### src/rtl/cpos_pkg.sv
package cpos_pkg;

	// Field widths.
	localparam int COORD_W  = 16;
	localparam int DIST_W   = COORD_W + 1;
	localparam int DIFF_W   = COORD_W + 1;
	localparam int PROD_W   = 2 * DIFF_W;
	localparam int DOT_W    = PROD_W + 1;
	localparam int L2_W     = PROD_W - 1;
	localparam int T_FRAC   = 16;
	localparam int T_INT    = 8;
	localparam int T_W      = T_INT + T_FRAC;
	localparam int Q_W      = T_W - 1;
	localparam int REM_W    = L2_W + T_FRAC;
	localparam int MX_W     = DIFF_W + T_W;
	localparam int SUM_W    = MX_W - T_FRAC + 1;
	localparam int SR_W     = PROD_W;
	localparam int SQ_STEPS = SR_W / 2;
	localparam int CFG_IDX_W = 3;

	// Register indexes of the configuration port.
	localparam logic [CFG_IDX_W-1:0] REG_START_X = 3'd0;
	localparam logic [CFG_IDX_W-1:0] REG_START_Y = 3'd1;
	localparam logic [CFG_IDX_W-1:0] REG_END_X   = 3'd2;
	localparam logic [CFG_IDX_W-1:0] REG_END_Y   = 3'd3;

	// Limits of t and of the coordinates.
	localparam logic signed [T_W-1:0] T_MAX = {1'b0, {(T_W-1){1'b1}}};
	localparam logic signed [T_W-1:0] T_MIN = {1'b1, {(T_W-1){1'b0}}};
	localparam logic signed [T_W-1:0] T_ONE = T_W'(1 << T_FRAC);
	localparam logic signed [MX_W-1:0] ROUND_HALF = MX_W'(1 << (T_FRAC - 1));
	localparam logic signed [SUM_W-1:0] COORD_MAX = SUM_W'((1 << (COORD_W - 1)) - 1);
	localparam logic signed [SUM_W-1:0] COORD_MIN = -SUM_W'(1 << (COORD_W - 1));
	localparam logic [SR_W-1:0] DIST_MAX = SR_W'((1 << DIST_W) - 1);

	// Item data that rides along the divider chain.
	typedef struct packed {
		logic signed [COORD_W-1:0] px;
		logic signed [COORD_W-1:0] py;
		logic                      clamp;
		logic                      neg;
		logic                      zero;
		logic                      ovf;
	} side_t;

	// One divider cell's data: partial remainder, divisor and quotient so far.
	typedef struct packed {
		logic [REM_W-1:0] rem;
		logic [L2_W-1:0]  l2;
		logic [Q_W-1:0]   q;
		side_t            side;
	} div_t;

	// One square-root cell's data.
	typedef struct packed {
		logic [SR_W-1:0]           x;
		logic [SR_W-1:0]           r;
		logic signed [COORD_W-1:0] cx;
		logic signed [COORD_W-1:0] cy;
	} sq_t;

	// Saturate a wide sum to the coordinate range.
	function automatic logic signed [COORD_W-1:0] sat_coord(input logic signed [SUM_W-1:0] v);
		logic signed [COORD_W-1:0] res;
		if (v > COORD_MAX) begin
			res = COORD_MAX[COORD_W-1:0];
		end else if (v < COORD_MIN) begin
			res = COORD_MIN[COORD_W-1:0];
		end else begin
			res = v[COORD_W-1:0];
		end
		return res;
	endfunction

endpackage

### src/rtl/cpos_sqrt_cell.sv
// One digit-by-digit square-root cell: settles one result bit per request.
module cpos_sqrt_cell (
	input  logic                 clk,
	input  logic                 arst_n,
	input  logic                 en,
	input  logic                 vin,
	input  cpos_pkg::sq_t        din,
	input  logic [4:0]           kbit,
	output logic                 vout,
	output cpos_pkg::sq_t        dout
);
	import cpos_pkg::*;

	logic [SR_W-1:0] bitv;
	logic [SR_W-1:0] trial;
	logic            take;

	// Try to add this bit to the root.
	always_comb begin
		bitv  = SR_W'(1) << {kbit, 1'b0};
		trial = din.r + bitv;
		take  = din.x >= trial;
	end

	always_ff @(posedge clk or negedge arst_n) begin
		if (!arst_n) begin
			vout <= 1'b0;
		end else if (en) begin
			vout <= vin;
		end
	end

	always_ff @(posedge clk) begin
		if (en) begin
			dout.x  <= take ? din.x - trial : din.x;
			dout.r  <= take ? (din.r >> 1) + bitv : din.r >> 1;
			dout.cx <= din.cx;
			dout.cy <= din.cy;
		end
	end
endmodule

### config.mk
export PLATFORM = sky130hd
export DESIGN_NAME = cpos_sqrt_cell
export DESIGN_NICKNAME = d
export VERILOG_FILES = /design/src/rtl/cpos_pkg.sv /design/src/rtl/cpos_sqrt_cell.sv
export SDC_FILE = /design/constraint.sdc
export NUM_CORES = 1
export LEC_CHECK = 0
export ABC_AREA = 1
export BUFFER_PORTS_ARGS = -buffer_cell sky130_fd_sc_hd__clkbuf_2
export CORE_UTILIZATION = 51
export CTS_CLUSTER_DIAMETER = 120
export CTS_CLUSTER_SIZE = 10
export DETAILED_ROUTE_END_ITERATION = 8
export PLACE_DENSITY = 0.9
export SLEW_MARGIN = 20
export SYNTH_ARGS = -nofsm -noshare
export SYNTH_HDL_FRONTEND = slang
export SYNTH_SLANG_ARGS = --single-unit
export TNS_END_PERCENT = 5
### constraint.sdc
create_clock -name clk -period 0.8 [get_ports clk]
set_input_delay 0.24 -clock clk [delete_from_list [all_inputs] [get_ports clk]]
set_output_delay 0.24 -clock clk [all_outputs]
set_load 0.005 [all_outputs]
==> reports/metrics.cfg, run 1 <==
[placed_design]
port_buffers = 209
hpwl_um = 30700
routabilityCongestion = 1.13

[synthesis]
synthesis.area_mm2 = 0.00952
async_reset_ff_share_pct = 0.990
synth_edf_count = 100
synth_compound_area_share_pct = 12.2
synth_fa_ha_area_share_pct = 8.89
yosys_warnings = 0
ys.flop_type = edfxtp_1
yosysUniqueCellTypes = 51
ys_seq_area_share_pct = 31.8
synth-seq-cells = 101
synth_top_family_by_area = simple AND/OR/NAND/NOR gates
syn_nets = 1567
synth-xor-area-share_pct = 4.60
synth_cells = 1391
synthSimpleGateAreaFrac_pct = 34.2
synth_area_per_cell_um2 = 6.84
synth_mux_area_share_pct = 0.118

[cts]
cts_inserted_buffers = 9
cts.sinks = 101
cts-root-buf = clkbuf_16
cts_htree_levels = 3
clk_path_buf_depth = 2

[global_routing]
grt_use_total_pct = 77.0
grt_pass1_wl_um = 109000
grt_pass1_vias = 17200
overflow = 29
grt_max_degree = 44

[die]
rows = 49
die_x_um = 139
ios = 210
start_util_pct = 52.4
dieHeight_um = 139

[outcome]
outcome = stopped before the end
lastStage = global routing (5_1_grt)
toolErrorMsg = [ERROR GRT-0116] Global routing finished with congestion. Check the congestion regions in the DRC Viewer.

==> Yosys cell counts (19+ instances only) <==
library cell / n / area share [%]
inv_1: 172 / 6.8
nand3_1: 102 / 5.4
ha_1: 66 / 8.7
o21ai_0: 69 / 3.6
nor3_1: 25 / 1.3
o21ai_1: 19 / 1.0
a21oi_1: 68 / 3.6
nand2_1: 451 / 18
xnor2_1: 23 / 2.1
nor2_1: 144 / 5.7
edfxtp_1: 100 / 32
nand3b_1: 20 / 1.6
xor2_1: 27 / 2.5
==> repair_timing <==
item | 4_1_cts
endpoints found under the hold margin | 1
endpoints found under the setup margin | 169
pin swaps | 41
buffers inserted | 20
hold buffers | 1
cloned | 3
resized for setup | 217
==> metal layers <==
| layer | GRT overflow | GRT usage (%) |
|---|---|---|
| met1 | 1 | 78.9 |
| met2 | 13 | 90.8 |
| met3 | 0 | 67.7 |
| met4 | 15 | 67.2 |
| met5 | 0 | 35.3 |
==> cells by family after synthesis <==
family	Yosys count
flops	101
buf+inv	192
xor+xnor	50
mux	1
compound gates	206
fa+ha+maj	67
simple gates	774
==> metrics by stage <==
step                      setup WS (ps)  area [um2]  hold WS [ps]  cells  TNS (ps)
after CTS                         -2700       15300          37.9   2220   -211220
after detailed placement          -3710       13800          16.8   2180   -262250
after global placement            -3400       13800          14.6   2180   -240940
after floorplan                   -2550        9790         -55.6   1391   -169580
==> run 2: changes to the inputs <==
Settings changed: CORE_UTILIZATION 51 to 40, CTS_CLUSTER_DIAMETER 120 to not set, CTS_CLUSTER_SIZE 10 to not set, PLACE_DENSITY 0.9 to not set, PLACE_DENSITY_LB_ADDON set to 0.15.
Clock period 0.8 ns to 1 ns, I/O delays scaled along.
==> run 2 against run 1 <==
  * Synthesized cell count unchanged
  * The flow now finishes, with violations (setup timing)
  * Synthesized area unchanged
==> reports/metrics.cfg, run 2 <==
[outcome]
outcome = finished, violations left
failed_checks = setup timing

[die]
ios = 210  ; unchanged
rows = 56  ; +14%
dieArea_mm2 = 0.0244
core_area_mm2 = 0.0234
die_x_um = 156  ; +13%
dieHeight_um = 156  ; +13%
start_util_pct = 40.7  ; -12 points

[synthesis]
synth_edf_count = 100  ; unchanged
synth_cells = 1391  ; unchanged
synth_top_area_share_pct = 31.6  ; unchanged
ys.flop_type = edfxtp_1
synth-seq-cells = 101  ; unchanged
ys_seq_area_share_pct = 31.8  ; unchanged
netlist_top_cells_count = 451 x nand2_1, 172 x inv_1, 144 x nor2_1, 102 x nand3_1, 100 x edfxtp_1
synth_area_leader_cell = edfxtp_1
synthesis.area_mm2 = 0.00952  ; unchanged
yosysUniqueCellTypes = 51  ; unchanged
synthTopCellsByArea = edfxtp_1 32%, nand2_1 18%, ha_1 8.7%
yosys_warnings = 0  ; unchanged
yosys.cell_count.top_type = nand2_1
syn_nets = 1567  ; unchanged
async_reset_ff_share_pct = 0.990  ; unchanged
synth_area_per_cell_um2 = 6.84  ; unchanged

[detailed_routing]
drc = 0
antenna_left = 0
drtIter0Drc = 996
via_per_inst = 5.05
wl_per_cell_um = 16.6
routed-via-count = 11900
first_pass_iters = 5
drt-total-wl_um = 38900

[critical_path]
r2r_setup_slack_ps = 260
critPathKind = input port to flip-flop
crit_fanout = 8
arrival_ps = 3760
crit_path_start_kind = input port
required_ps = 1140
cp-end-kind = flip-flop

[cts]
cts_htree_levels = 3  ; unchanged
cts-root-buf = clkbuf_16
cts_tree = built
clk_pin_slew_ps = 80
insertion_delay_ps = 360
clk_path_buf_depth = 2  ; unchanged
cts.sinks = 101  ; unchanged
cts_inserted_buffers = 9  ; unchanged

[global_routing]
overflow = 0
grt_max_degree = 31
antenna_found_initial = 0
grt_pass1_wl_um = 58900
grt_use_total_pct = 31.6
grt_pass1_vias = 11300

[pwr]
leakagePower_nw = 7.83
power.density_mw_per_mm2 = 985
design_power_total_mw = 16.0
vdd_drop_max_uv = 734

[final_layout]
largest_register_ffs = 100
fin_area_mm2 = 0.0162
seqCellArea_mm2 = 0.00303
multi_input_area_mm2 = 0.00711
antenna_cells = 0
top_register = dout
nets = 2200
reg_top3 = dout: 100 flops, vout: 1 flops
areaGrowthSynthToFinish_pct = 70.4
fillers = 2001
layout_common_cells = 399 x buf_4, 387 x nand2_1, 201 x clkbuf_2
drive_gt1_share_pct = 44.9
layout_commonest_cell = buf_4

[sta]
worst_slew_pin_slew_ps = 462
hold_viol = 0
final.setup.worst_slack_ps = -2620
relSlewSlack_pct = 69.1
slew_viol_final = 0
setup_viol = 169
fmax_mhz = 276
fin_crit_ps = 3620
final.period_utilization_pct = 362
clock_skew_ps = 0
timing.hold.ws_ps = 95.3
rsz0062_at_grt = true

[placed_design]
hpwl_um = 29900  ; -2.4%
routabilityCongestion = 0.958  ; -15%
port_buffers = 209  ; unchanged
placed_cell_area_mm2 = 0.0140  ; +1.4%

[hold_path]
hold_class = input port to flip-flop

[run]
maxCapViolCount = 0

==> run 2: cell counts after synthesis <==
No cell type changed its count.
==> run 2: repair_timing <==
item,CTS,global route
gates cloned,4,4
hold buffers,1,0
hold endpoints to repair,1,0
resized for setup,264,60
setup buffers,37,6
endpoints found under the setup margin,169,169
pin swaps,89,34
==> run 2: cells by family (layout without fill, tap and decap cells) <==
kind of cell	Yosys count	count (layout)	synth area share, %
and+or+nand+nor	774	774	34.2
AOI/OAI and AO/OA	206	206	12.2
buffers and inverters	192	830	8.15
DFF	101	101	31.8
adders and majority gates	67	67	8.89
xor gates and xnor gates	50	50	4.60
muxes	1	1	0.118
==> run 2: where the power goes <==
| group | internal (mW) | switching [mW] |
|---|---|---|
| clock network | 1.81 | 2.01 |
| registers | 5.26 | 0.147 |
| logic | 3.23 | 3.51 |
| total | 10.3 | 5.66 |
==> run 2: worst paths after layout <==
check,startpoint,endpoint,depth (start not counted)
min in group asynchronous,arst_n,vout,2
worst max-delay path,kbit[1],dout[39],26
worst max register to register,vout,vout,1
max in group asynchronous,arst_n,vout,2
worst min register to register,vout,vout,1
worst min-delay path,din[4],dout[4],1
==> run 2: metrics by stage <==
step,utilization [%],setup TNS [ps],setup slack [ps],cells
after floorplan,-,-160060,-2410,1391
after global placement,59.9,-243950,-3570,2281
after detailed placement,59.9,-246900,-3600,2281
after CTS,67.9,-181240,-2440,2338
after global routing,69.3,-204330,-2750,2348
final,69.3,-191120,-2620,2348
==> run 2: final cells by class <==
type	count	share of cell area (%)
Tap cell	319	2.46
Clock inverter	7	0.533
Multi-Input combinational cell	1098	43.9
Timing Repair Buffer	636	28.6
Clock buffer	9	1.39
Inverter	178	4.45
Sequential cell	101	18.7
==> run 2: routing by layer <==
layer	global-route usage, %	up-vias	routed length (um)
met1	43.1	5423	17300
met3	4.49	59	2920
li1	-	5891	-
met2	51.6	486	17600
met5	0	-	0
met4	9.06	0	1020
==> run 2: worst max-delay path, cell delays in order <==
cell and delay (ps):
clkbuf_8 150, inv_4 90, nand3_4 110, nor2_1 170, ha_1 320, nand2_4 150, o21ai_4 90, a21oi_2 220
nand3_2 130, xnor2_1 150, buf_4 150, ha_4 280, nand2_1 90, nor2_2 80, inv_1 80, nor2_4 150
and3_4 200, nand2_4 60, nand3_4 100, nand2_2 70, nand2_4 90, buf_12 180, clkbuf_16 170, nand2_1 50
nand2_1 50, nand2_1 40
(Power assumes the default switching activity.)
